### src/rtl/tfrf_pkg.sv
package tfrf_pkg;

  localparam int QUEUE_DEPTH = 32;
  localparam int BYTE_W      = 8;
  localparam int LEN_W       = 6;
  localparam int FRAMES_W    = 6;
  localparam int CFG_ADDR_W  = 3;
  localparam int CFG_DATA_W  = 32;

  localparam logic [LEN_W-1:0]    MAX_LEN_RESET  = 6'd32;
  localparam logic [BYTE_W-1:0]   TERM_RESET     = 8'd13;
  localparam logic [FRAMES_W-1:0] FRAMES_SAT     = 6'd63;

  // Register indexes on the configuration port.
  localparam logic REG_MAX_FRAME_LENGTH = 1'b0;
  localparam logic REG_TERMINATOR_BYTE  = 1'b1;

  // Function codes of an input request.
  localparam logic FUNC_PUSH = 1'b0;
  localparam logic FUNC_GET  = 1'b1;

  typedef enum logic [2:0] {
    CODE_NO_FRAME    = 3'd0,
    CODE_DATA        = 3'd1,
    CODE_GOT_FRAME   = 3'd2,
    CODE_FRAME_ERROR = 3'd3,
    CODE_TOO_LARGE   = 3'd4
  } code_t;

  typedef enum logic [1:0] {
    ST_IDLE,
    ST_NOFRAME,
    ST_POP
  } state_t;

  typedef struct packed {
    logic              func;
    logic [BYTE_W-1:0] rx_byte;
  } in_t;

  typedef struct packed {
    logic [BYTE_W-1:0] frame_byte;
    code_t             code;
    logic [LEN_W-1:0]  frame_length;
    logic              last;
  } out_t;

  // Commands from the controller to the datapath.
  typedef struct packed {
    logic  push;
    logic  pop;
    logic  clear;
    logic  frame_done;
    logic  len_clear;
    logic  emit;
    code_t code;
  } cmd_t;

  // Status from the datapath to the controller.
  typedef struct packed {
    logic frames_zero;
    logic queue_empty;
    logic limit_hit;
    logic term_hit;
  } status_t;

endpackage

### src/rtl/tfrf_ram.sv
module tfrf_ram #(
  parameter int WIDTH = 8,
  parameter int DEPTH = 32
) (
  input  logic                     clk,
  input  logic                     we,
  input  logic [$clog2(DEPTH)-1:0] waddr,
  input  logic [WIDTH-1:0]         wdata,
  input  logic [$clog2(DEPTH)-1:0] raddr,
  output logic [WIDTH-1:0]         rdata
);

  logic [WIDTH-1:0] mem [DEPTH];
  logic [WIDTH-1:0] rdata_r;

  always_ff @(posedge clk) begin
    if (we) begin
      mem[waddr] <= wdata;
    end
    rdata_r <= mem[raddr];
  end

  assign rdata = rdata_r;

endmodule

### src/rtl/tfrf_regs.sv
module tfrf_regs (
  input  logic                                  clk,
  input  logic                                  rst_n,
  input  logic                                  psel,
  input  logic                                  penable,
  input  logic                                  pwrite,
  input  logic [tfrf_pkg::CFG_ADDR_W-1:0]       paddr,
  input  logic [tfrf_pkg::CFG_DATA_W-1:0]       pwdata,
  output logic [tfrf_pkg::CFG_DATA_W-1:0]       prdata,
  output logic                                  pready,
  output logic [tfrf_pkg::LEN_W-1:0]            max_frame_length,
  output logic [tfrf_pkg::BYTE_W-1:0]           terminator_byte
);

  logic [tfrf_pkg::LEN_W-1:0]  max_len_r, max_len_nxt;
  logic [tfrf_pkg::BYTE_W-1:0] term_r, term_nxt;
  logic                        wr_en;

  assign wr_en = psel && penable && pwrite;

  always_comb begin
    max_len_nxt = max_len_r;
    term_nxt    = term_r;
    if (wr_en) begin
      unique case (paddr[2])
        tfrf_pkg::REG_MAX_FRAME_LENGTH: max_len_nxt = pwdata[tfrf_pkg::LEN_W-1:0];
        tfrf_pkg::REG_TERMINATOR_BYTE:  term_nxt    = pwdata[tfrf_pkg::BYTE_W-1:0];
        default: ;
      endcase
    end
  end

  always_ff @(posedge clk) begin
    if (!rst_n) begin
      max_len_r <= tfrf_pkg::MAX_LEN_RESET;
      term_r    <= tfrf_pkg::TERM_RESET;
    end else begin
      max_len_r <= max_len_nxt;
      term_r    <= term_nxt;
    end
  end

  always_comb begin
    unique case (paddr[2])
      tfrf_pkg::REG_MAX_FRAME_LENGTH:
        prdata = {{(tfrf_pkg::CFG_DATA_W-tfrf_pkg::LEN_W){1'b0}}, max_len_r};
      tfrf_pkg::REG_TERMINATOR_BYTE:
        prdata = {{(tfrf_pkg::CFG_DATA_W-tfrf_pkg::BYTE_W){1'b0}}, term_r};
      default: prdata = '0;
    endcase
  end

  assign pready           = 1'b1;
  assign max_frame_length = max_len_r;
  assign terminator_byte  = term_r;

endmodule

### src/rtl/tfrf_ctrl.sv
module tfrf_ctrl (
  input  logic              clk,
  input  logic              rst_n,
  input  logic              start,
  input  logic              func,
  input  tfrf_pkg::status_t status,
  output tfrf_pkg::cmd_t    cmd,
  output logic              busy
);

  tfrf_pkg::state_t state_r, state_nxt;

  // Next state.
  always_comb begin
    state_nxt = state_r;
    unique case (state_r)
      tfrf_pkg::ST_IDLE: begin
        if (start && func == tfrf_pkg::FUNC_GET) begin
          state_nxt = status.frames_zero ? tfrf_pkg::ST_NOFRAME : tfrf_pkg::ST_POP;
        end
      end
      tfrf_pkg::ST_NOFRAME: state_nxt = tfrf_pkg::ST_IDLE;
      tfrf_pkg::ST_POP: begin
        if (status.queue_empty || status.limit_hit || status.term_hit) begin
          state_nxt = tfrf_pkg::ST_IDLE;
        end
      end
      default: state_nxt = tfrf_pkg::ST_IDLE;
    endcase
  end

  // Commands.
  always_comb begin
    cmd  = '0;
    cmd.code = tfrf_pkg::CODE_NO_FRAME;
    busy = 1'b1;
    unique case (state_r)
      tfrf_pkg::ST_IDLE: begin
        busy = 1'b0;
        if (start) begin
          cmd.push      = (func == tfrf_pkg::FUNC_PUSH);
          cmd.len_clear = (func == tfrf_pkg::FUNC_GET);
        end
      end
      tfrf_pkg::ST_NOFRAME: begin
        cmd.emit = 1'b1;
        cmd.code = tfrf_pkg::CODE_NO_FRAME;
      end
      tfrf_pkg::ST_POP: begin
        cmd.emit = 1'b1;
        priority if (status.queue_empty) begin
          cmd.clear = 1'b1;
          cmd.code  = tfrf_pkg::CODE_FRAME_ERROR;
        end else if (status.limit_hit) begin
          cmd.pop   = 1'b1;
          cmd.clear = 1'b1;
          cmd.code  = tfrf_pkg::CODE_TOO_LARGE;
        end else if (status.term_hit) begin
          cmd.pop        = 1'b1;
          cmd.frame_done = 1'b1;
          cmd.code       = tfrf_pkg::CODE_GOT_FRAME;
        end else begin
          cmd.pop  = 1'b1;
          cmd.code = tfrf_pkg::CODE_DATA;
        end
      end
      default: busy = 1'b1;
    endcase
  end

  always_ff @(posedge clk) begin
    if (!rst_n) begin
      state_r <= tfrf_pkg::ST_IDLE;
    end else begin
      state_r <= state_nxt;
    end
  end

endmodule

### src/rtl/tfrf_datapath.sv
module tfrf_datapath #(
  parameter int QUEUE_DEPTH = tfrf_pkg::QUEUE_DEPTH
) (
  input  logic                        clk,
  input  logic                        rst_n,
  input  tfrf_pkg::in_t               in_data,
  input  tfrf_pkg::cmd_t              cmd,
  input  logic [tfrf_pkg::LEN_W-1:0]  max_frame_length,
  input  logic [tfrf_pkg::BYTE_W-1:0] terminator_byte,
  output tfrf_pkg::status_t           status,
  output logic                        out_valid,
  output tfrf_pkg::out_t              out_data
);

  localparam int PTR_W = $clog2(QUEUE_DEPTH);
  localparam int CNT_W = $clog2(QUEUE_DEPTH + 1);
  localparam logic [PTR_W-1:0] LAST_PTR = PTR_W'(QUEUE_DEPTH - 1);
  localparam logic [CNT_W-1:0] FULL_CNT = CNT_W'(QUEUE_DEPTH);

  logic [PTR_W-1:0]              rd_ptr_r, rd_ptr_nxt;
  logic [PTR_W-1:0]              wr_ptr_r, wr_ptr_nxt;
  logic [CNT_W-1:0]              fill_r, fill_nxt;
  logic [tfrf_pkg::FRAMES_W-1:0] frames_r, frames_nxt;
  logic [tfrf_pkg::LEN_W-1:0]    len_r, len_nxt;
  logic [tfrf_pkg::LEN_W:0]      len_inc;
  logic [tfrf_pkg::BYTE_W-1:0]   rdata;
  logic                          full;
  logic                          wr_en;

  assign full    = (fill_r == FULL_CNT);
  assign wr_en   = cmd.push && !full;
  assign len_inc = {1'b0, len_r} + 1'b1;

  assign status.frames_zero = (frames_r == '0);
  assign status.queue_empty = (fill_r == '0);
  assign status.limit_hit   = (len_inc >= {1'b0, max_frame_length});
  assign status.term_hit    = (rdata == terminator_byte);

  always_comb begin
    rd_ptr_nxt = rd_ptr_r;
    wr_ptr_nxt = wr_ptr_r;
    fill_nxt   = fill_r;
    frames_nxt = frames_r;
    len_nxt    = len_r;
    if (cmd.len_clear) begin
      len_nxt = '0;
    end else if (cmd.pop) begin
      len_nxt = len_inc[tfrf_pkg::LEN_W-1:0];
    end
    if (cmd.clear) begin
      // An error drops everything queued; stored bytes stay in the RAM.
      rd_ptr_nxt = '0;
      wr_ptr_nxt = '0;
      fill_nxt   = '0;
      frames_nxt = '0;
    end else begin
      if (wr_en) begin
        wr_ptr_nxt = (wr_ptr_r == LAST_PTR) ? '0 : wr_ptr_r + 1'b1;
        fill_nxt   = fill_r + 1'b1;
        if (in_data.rx_byte == terminator_byte && frames_r != tfrf_pkg::FRAMES_SAT) begin
          frames_nxt = frames_r + 1'b1;
        end
      end
      if (cmd.pop) begin
        rd_ptr_nxt = (rd_ptr_r == LAST_PTR) ? '0 : rd_ptr_r + 1'b1;
        fill_nxt   = fill_r - 1'b1;
      end
      if (cmd.frame_done) begin
        frames_nxt = frames_r - 1'b1;
      end
    end
  end

  always_ff @(posedge clk) begin
    if (!rst_n) begin
      rd_ptr_r <= '0;
      wr_ptr_r <= '0;
      fill_r   <= '0;
      frames_r <= '0;
      len_r    <= '0;
    end else begin
      rd_ptr_r <= rd_ptr_nxt;
      wr_ptr_r <= wr_ptr_nxt;
      fill_r   <= fill_nxt;
      frames_r <= frames_nxt;
      len_r    <= len_nxt;
    end
  end

  // The read address follows the next read pointer, so the head byte is
  // always waiting in the RAM output register.
  tfrf_ram #(
    .WIDTH (tfrf_pkg::BYTE_W),
    .DEPTH (QUEUE_DEPTH)
  ) u_ram (
    .clk   (clk),
    .we    (wr_en),
    .waddr (wr_ptr_r),
    .wdata (in_data.rx_byte),
    .raddr (rd_ptr_nxt),
    .rdata (rdata)
  );

  assign out_valid             = cmd.emit;
  assign out_data.code         = cmd.code;
  assign out_data.frame_byte   = (cmd.code == tfrf_pkg::CODE_DATA) ? rdata : '0;
  assign out_data.frame_length = (cmd.code == tfrf_pkg::CODE_GOT_FRAME) ? len_r : '0;
  assign out_data.last         = (cmd.code != tfrf_pkg::CODE_DATA);

endmodule

### src/rtl/terminated_frame_receive_fifo.sv
// Receive queue for serial bytes that are read back as frames closed by a
// terminator byte.
// Input channel: a request is taken on a rising edge where start is high and
// busy is low. A push request (func 0) stores rx_byte in the same edge and
// gives no result; it never raises busy, so pushes may arrive every cycle
// while no get holds busy. A byte pushed into a full queue is dropped.
// A get request (func 1) raises busy and produces results on out_valid, one
// per cycle, starting the cycle after the request. With no complete frame it
// gives a single no-frame result. Otherwise one result per popped byte is
// given: data bytes, then got frame with the length, or too large; or a
// frame error, which pops nothing, when the queue runs dry. Busy falls at
// the edge that takes the result carrying last, so a get request holds the
// input until that result is taken.
// The pop rate of one byte per cycle is set by the queue RAM, whose read
// port is addressed with the next read pointer so the head byte is ready.
// The result channel cannot be stalled; each result is valid for one cycle.
// Reset (synchronous, active low) empties the queue, clears the frame count
// and loads the registers: frame limit 32, terminator 13. The queue RAM
// itself is not cleared, only entries counted as filled are ever read.
// Configuration is written over the APB port at byte addresses 0 and 4.
module terminated_frame_receive_fifo #(
  parameter int QUEUE_DEPTH = tfrf_pkg::QUEUE_DEPTH
) (
  input  logic                              clk,
  input  logic                              rst_n,
  // Input request channel.
  input  logic                              start,
  output logic                              busy,
  input  tfrf_pkg::in_t                     in_data,
  // Result channel.
  output logic                              out_valid,
  output tfrf_pkg::out_t                    out_data,
  // Configuration port.
  input  logic                              psel,
  input  logic                              penable,
  input  logic                              pwrite,
  input  logic [tfrf_pkg::CFG_ADDR_W-1:0]   paddr,
  input  logic [tfrf_pkg::CFG_DATA_W-1:0]   pwdata,
  output logic [tfrf_pkg::CFG_DATA_W-1:0]   prdata,
  output logic                              pready
);

  tfrf_pkg::cmd_t              cmd;
  tfrf_pkg::status_t           status;
  logic [tfrf_pkg::LEN_W-1:0]  max_frame_length;
  logic [tfrf_pkg::BYTE_W-1:0] terminator_byte;

  // Configuration registers.
  tfrf_regs u_regs (
    .clk              (clk),
    .rst_n            (rst_n),
    .psel             (psel),
    .penable          (penable),
    .pwrite           (pwrite),
    .paddr            (paddr),
    .pwdata           (pwdata),
    .prdata           (prdata),
    .pready           (pready),
    .max_frame_length (max_frame_length),
    .terminator_byte  (terminator_byte)
  );

  // The controller sequences a get request one popped byte per cycle.
  tfrf_ctrl u_ctrl (
    .clk    (clk),
    .rst_n  (rst_n),
    .start  (start),
    .func   (in_data.func),
    .status (status),
    .cmd    (cmd),
    .busy   (busy)
  );

  // The datapath holds the queue, its pointers and counters, and forms the
  // result fields.
  tfrf_datapath #(
    .QUEUE_DEPTH (QUEUE_DEPTH)
  ) u_datapath (
    .clk              (clk),
    .rst_n            (rst_n),
    .in_data          (in_data),
    .cmd              (cmd),
    .max_frame_length (max_frame_length),
    .terminator_byte  (terminator_byte),
    .status           (status),
    .out_valid        (out_valid),
    .out_data         (out_data)
  );

endmodule

### config.mk
export PLATFORM = sky130hd
export DESIGN_NAME = terminated_frame_receive_fifo
export DESIGN_NICKNAME = d
export VERILOG_FILES = /design/src/rtl/tfrf_pkg.sv /design/src/rtl/tfrf_ram.sv /design/src/rtl/tfrf_regs.sv /design/src/rtl/tfrf_ctrl.sv /design/src/rtl/tfrf_datapath.sv /design/src/rtl/terminated_frame_receive_fifo.sv
export SDC_FILE = /design/constraint.sdc
export NUM_CORES = 1
export LEC_CHECK = 0
export BUFFER_PORTS_ARGS = -buffer_cell sky130_fd_sc_hd__buf_2
export CAP_MARGIN = 10
export CORE_ASPECT_RATIO = 0.6
export CORE_MARGIN = 5
export CORE_UTILIZATION = 46
export DETAILED_ROUTE_END_ITERATION = 12
export GPL_TIMING_DRIVEN = 0
export PLACE_DENSITY = 0.66
export SLEW_MARGIN = 20
export SYNTH_ARGS = -nofsm -noshare
export SYNTH_HDL_FRONTEND = slang
export SYNTH_HIERARCHICAL = 1
export SYNTH_SLANG_ARGS = --single-unit
### constraint.sdc
create_clock -name clk -period 4 [get_ports clk]
set_input_delay 1.2 -clock clk [delete_from_list [all_inputs] [get_ports clk]]
set_output_delay 1.2 -clock clk [all_outputs]
set_load 0.02 [all_outputs]
# == After elaboration in Yosys (flattened, before gate mapping) ==
# Memory sizes are Yosys's and may differ from the RTL's. A register that Yosys moved wholly into a read port is not among the register bits.
# Index checks and enable logic that the tools add are counted.
# totals
latch_bits,0
input_bits,50
mem_bits_rw,256
register_bits,44
memories,1
out_inout_bits,53
romBits,0
# memory_table
memory,words,width,read_ports,rd_ports_with_merged_regs,wr,line_no,text
u_datapath.u_ram.mem,32,8,1,1,1,tfrf_ram.sv:13,logic [WIDTH-1:0] mem [DEPTH];
# classes
reduce_logical,20
shifts,0
addsub,7
div_mod_pow,0
bitwise_logic,3
n_eq_ne,13
mul,0
n_lt_le_gt_ge,1
mux,34
# op_table
cell,count
32-bit case mux with 2 select lines,1
6-bit two-way mux,6
5-bit two-way mux,4
8-bit equality test,2
1-bit two-way mux,13
6-bit by 1-bit adder with 6-bit output (second input constant),2
6-bit logical NOT,2
6-bit by 1-bit subtractor with 6-bit output (second input constant),2
5-bit by 1-bit adder with 5-bit output (second input constant),2
5-bit equality test (second input constant),2
3-bit two-way mux,3
2-bit two-way mux,4
8-bit two-way mux,1
4-bit case mux with 2 select lines,1
2-bit AND reduction,4
6-bit by 1-bit adder with 7-bit output (second input constant),1
7-bit by 6-bit >= comparator with 1-bit output,1
6-bit equality test (second input constant),1
6-bit inequality test (second input constant),1
2-bit nonzero test,3
1-bit logical AND,5
2-bit by 1-bit inequality test with 1-bit output (second input constant),2
2-bit case mux with 2 select lines,1
2-bit OR reduction,2
9 further kinds,12

# == Logic depth before layout (Yosys ltp) ==
# depth
word_depth,7
depth_mapped,14
mapped_depth_nobuf,14

# == Cells and area by module ==
# Netlist, hierarchy kept.
# modules_own_cells
module,area_each_um2,instances,cells_each
tfrf_ram,10053.4,1,417
tfrf_datapath,2202.1,1,266
tfrf_regs,898.4,1,98
tfrf_ctrl,229.0,1,32

# == Worst setup path after synthesis ==
# Ideal clock, no wire load.
# synth_path
kind,reg2reg
start,register u_datapath.fill_r[1]
end,"register u_datapath.u_ram.rdata_r[0], in the netlist u_datapath/u_ram/rdata[0], read port of u_datapath.u_ram.mem"
required_time_ns,3.879
path_slack_ns,0.116
arrival_ns,3.764
synth_period_minus_slack_ns,3.884
stages_incl_launch_ff,11
n_path_buf,3
setup_ns,0.121
path_cell_list,dfxtp_1 -> or4_4 -> nor3_1 -> and2b_2 -> clkbuf_1 -> mux2i_1 -> nor2_1 -> buf_2 -> buf_1 -> mux4_2 -> mux2_2
# synth_lines
item,line_no,text
from (decl),tfrf_datapath.sv:22,"logic [CNT_W-1:0] fill_r, fill_nxt;"
from (signal assigned),tfrf_datapath.sv:84,fill_r <= fill_nxt;
to (decl),tfrf_ram.sv:14,logic [WIDTH-1:0] rdata_r;

==> out/metrics.cfg <==
[outcome]
outcome = complete, but fails checks
violations = setup timing

[power]
clock_power_share_pct = 41.7
switchingPower_mw = 1.32
ir_worst_vdd_mv = 0.488
totalPowerFinal_mw = 6.43
seq_power_share_pct = 54.4
p_sw_share_pct = 20.6
pwr-share-comb_pct = 3.9
p_int_mw = 5.11
p_per_area_nw_per_um2 = 410
leakagePower_nw = 5.27

[clock_tree]
clock_path_buffers = 3
cts.sinks = 308
h-tree-depth = 1
clockRootBuffer = clkbuf_16
cts_tree = done
clk_pin_slew_ns = 0.06
cts_buffers = 28
clock_latency_ns = 0.56

[detailed_routing]
via_per_inst = 5.63
drt-wirelength-per-cell_um = 22.9
drtPass1Iterations = 7
vias = 7511
route.detailed.drc = 0
ant_nets = 0
wl_um = 30500
drt_iter0_markers = 673

[finish]
fin_cells = 1335
seqCellArea_um2 = 8740
utilization_pct = 54.6
diodes = 0
most-common-layout-cells = 256 x edfxtp_1, 80 x mux4_2, 58 x nor2_1
nNetsFinal = 1012
mostFrequentLayoutCell = edfxtp_1
nFillCells = 2269
synthToLayoutAreaGrowth_pct = 17.1
drive_gt1_share_pct = 32.9
multi_input_comb_area_um2 = 4440

[critical_path]
cp-start-kind = flip-flop
cp_max_fo = 5
criticalPathCategory = flip-flop to output port
max_stage_delay_ns = 0.36
cp_cell_sequence = ha_4 -> and3_4 -> xor2_1 -> ha_1 -> nand2_1 -> o211ai_1 -> inv_2 -> a21oi_2 -> nor2_2 -> buf_6 -> nor3b_4 -> buf_4 -> inv_2 -> buf_6
arrival_ns = 3.12
crit_buf_inv = 5
cp-end-kind = output port
slowest_stage = dfxtp_4
r2r_start = u_datapath/len_r[0]
worstPathRequired_ns = 2.80
cp_top_family = simple AND/OR/NAND/NOR gates
crit_start = u_datapath/len_r[0]

[floorplan]
io_pins = 103
core.rowCount = 48
die_w_um = 230
die-area_um2 = 32700
chipHeight_um = 142
fp.coreArea_um2 = 28700
start_util_pct = 46.6

[placement]
placedCellCount = 1262
hpwlAfterDp_um = 20700
gp_congestion = 0.807
io_buffer_count = 51

[global_route]
grt_max_degree = 34
grt-ovfl-total = 0
grt_use_total_pct = 18.5
grt_pass1_vias = 7154
antenna_found_initial = 1
grt_pass1_wl_um = 45200

[sta]
fin_ws_ns = -0.321
worst_hold_slack_ns = 0.476
finClkSkew_ns = 0.0153
period_share_pct = 108
tns_ns = -5.10
max_freq_mhz = 231
finalWorstPathRequiredPeriod_ns = 4.32
worst_slew_pin_slew_ns = 0.910
finalSetupViolations = 25
drv_slew = 0
rsz0062_at_grt = true
finalHoldViolCount = 0
maxSlewHeadroom_pct = 39.1

[logic_synthesis]
avgSynthCellArea_um2 = 16.5
synth_cells = 813
synth_edf_count = 256
synth_ff_type = edfxtp_1
async_flop_share_pct = 0
ys_seq_elements = 308
seq_area_frac_synth_pct = 65.2
synth_cell_types = 62
netlist_area_um2 = 13400
yosys_warnings = 6

[hold_path]
min_from = u_datapath/fill_r[4]
hp-class = flip-flop to flip-flop

[job]
cap_violations = 0

[final cells by class]
| cell class | count | share of cell area, % |
|---|---|---|
| sequential | 308 | 55.8 |
| multi-input combinational | 449 | 28.3 |
| clock buffer | 36 | 4.86 |
| timing repair buffer | 71 | 3.50 |
| buffer | 60 | 3.09 |
| tap | 375 | 2.99 |
| clock inverter | 16 | 0.974 |
| inverter | 20 | 0.479 |
[registers in the layout (all words and copies together) (netlist names)]
| name | flops |
|---|---|
| u_datapath/u_ram/rdata | 8 |
| u_datapath/frames_r | 6 |
| u_datapath/fill_r | 6 |
| u_ctrl/state_r | 2 |
| u_datapath/rd_ptr_r | 5 |
| u_datapath/wr_ptr_r | 5 |
| u_datapath/len_r | 6 |
| u_regs/max_frame_length | 6 |
| u_regs/terminator_byte | 8 |
| u_datapath/u_ram/mem | 256 |
[layer usage]
metal | global-route usage, % | share of wire [%] | wire [µm]
met5 | 0 | 0 | 0
met2 | 24.3 | 39 | 12000
met4 | 3.08 | 1.4 | 440
met1 | 31.2 | 49 | 15000
met3 | 4.43 | 10 | 3100
[synthesized netlist by cell type, drive strengths merged (3+ instances only)]
master / number / area (µm²)
buf: 48 / 354
a21o: 4 / 30.0
nor2b: 11 / 68.8
mux2i: 18 / 180
ha: 22 / 275
and3: 7 / 43.8
edfxtp: 256 / 7690
or3b: 4 / 35.0
or4: 4 / 36.3
or3: 3 / 18.8
dfxtp: 52 / 1040
nand3: 6 / 30.0
nor2: 63 / 244
a21oi: 17 / 85.1
nand2: 43 / 161
o21a: 5 / 37.5
and2: 21 / 134
o21ai: 7 / 46.3
nor3: 10 / 50.1
a211oi: 3 / 22.5
clkbuf: 12 / 47.6
nor3b: 3 / 22.5
nand4: 9 / 56.3
mux4: 80 / 1800
xnor2: 24 / 210
xor2: 7 / 61.3
nand2b: 5 / 31.3
mux2: 14 / 158
nand3b: 7 / 52.6
inv: 20 / 75.1
[logic make-up after synthesis]
kind of cell               Yosys count  synth area share, %
buffers and inverters               80                 3.56
DFF                                308                 65.2
adders and majority gates           24                 2.36
xor gates and xnor gates            31                 2.03
muxes                              112                 16.0
other                                2               0.0561
AOI/OAI and AO/OA                   50                 2.74
and+or+nand+nor                    206                 8.05
[repair_timing]
action / CTS / global route
endpoints found under the hold margin: 0 / 0
buffers inserted: 17 / 3
hold buffers: 0 / 0
pin swaps: 25 / 20
setup endpoints to repair: 27 / 27
gates cloned: 1 / 0
gates resized for setup: 94 / 26
[stage by stage]
stage | instance area, µm² | worst slack, ns
3_5_place_dp | 14200 | -1.15
3_3_place_gp | 14200 | -1.15
6_report | 15700 | -0.321
2_1_floorplan | 13500 | 0.116
4_1_cts | 15600 | -0.300
5_1_grt | 15700 | -0.473
[power groups by stage]
stage | clock network (mW) | logic (mW) | registers (mW)
after floorplan | 0 | 0.138 | 3.57
after global placement | 0 | 0.232 | 3.57
after detailed placement | 0 | 0.236 | 3.57
after CTS | 2.74 | 0.245 | 3.50
after global routing | 2.89 | 0.268 | 3.50
final | 2.68 | 0.248 | 3.50
[worst paths after layout]
check        cells past startpoint  slack, ns                   endpoint
max                             14      -0.32                out_data[0]
max reg2reg                     16      -0.11  u_datapath/u_ram/rdata[0]
min                              2       0.48       u_datapath/fill_r[4]
min reg2reg                      2       0.48       u_datapath/fill_r[4]
[tightest hold or removal path: cells and delay by family (launching register included)]
family	cells	cell delay [ns]
flip-flops	1	0.32
AO/OA/AOI/OAI	1	0.05
AND/OR/NAND/NOR	1	0.06
(Power assumes the default switching activity.)
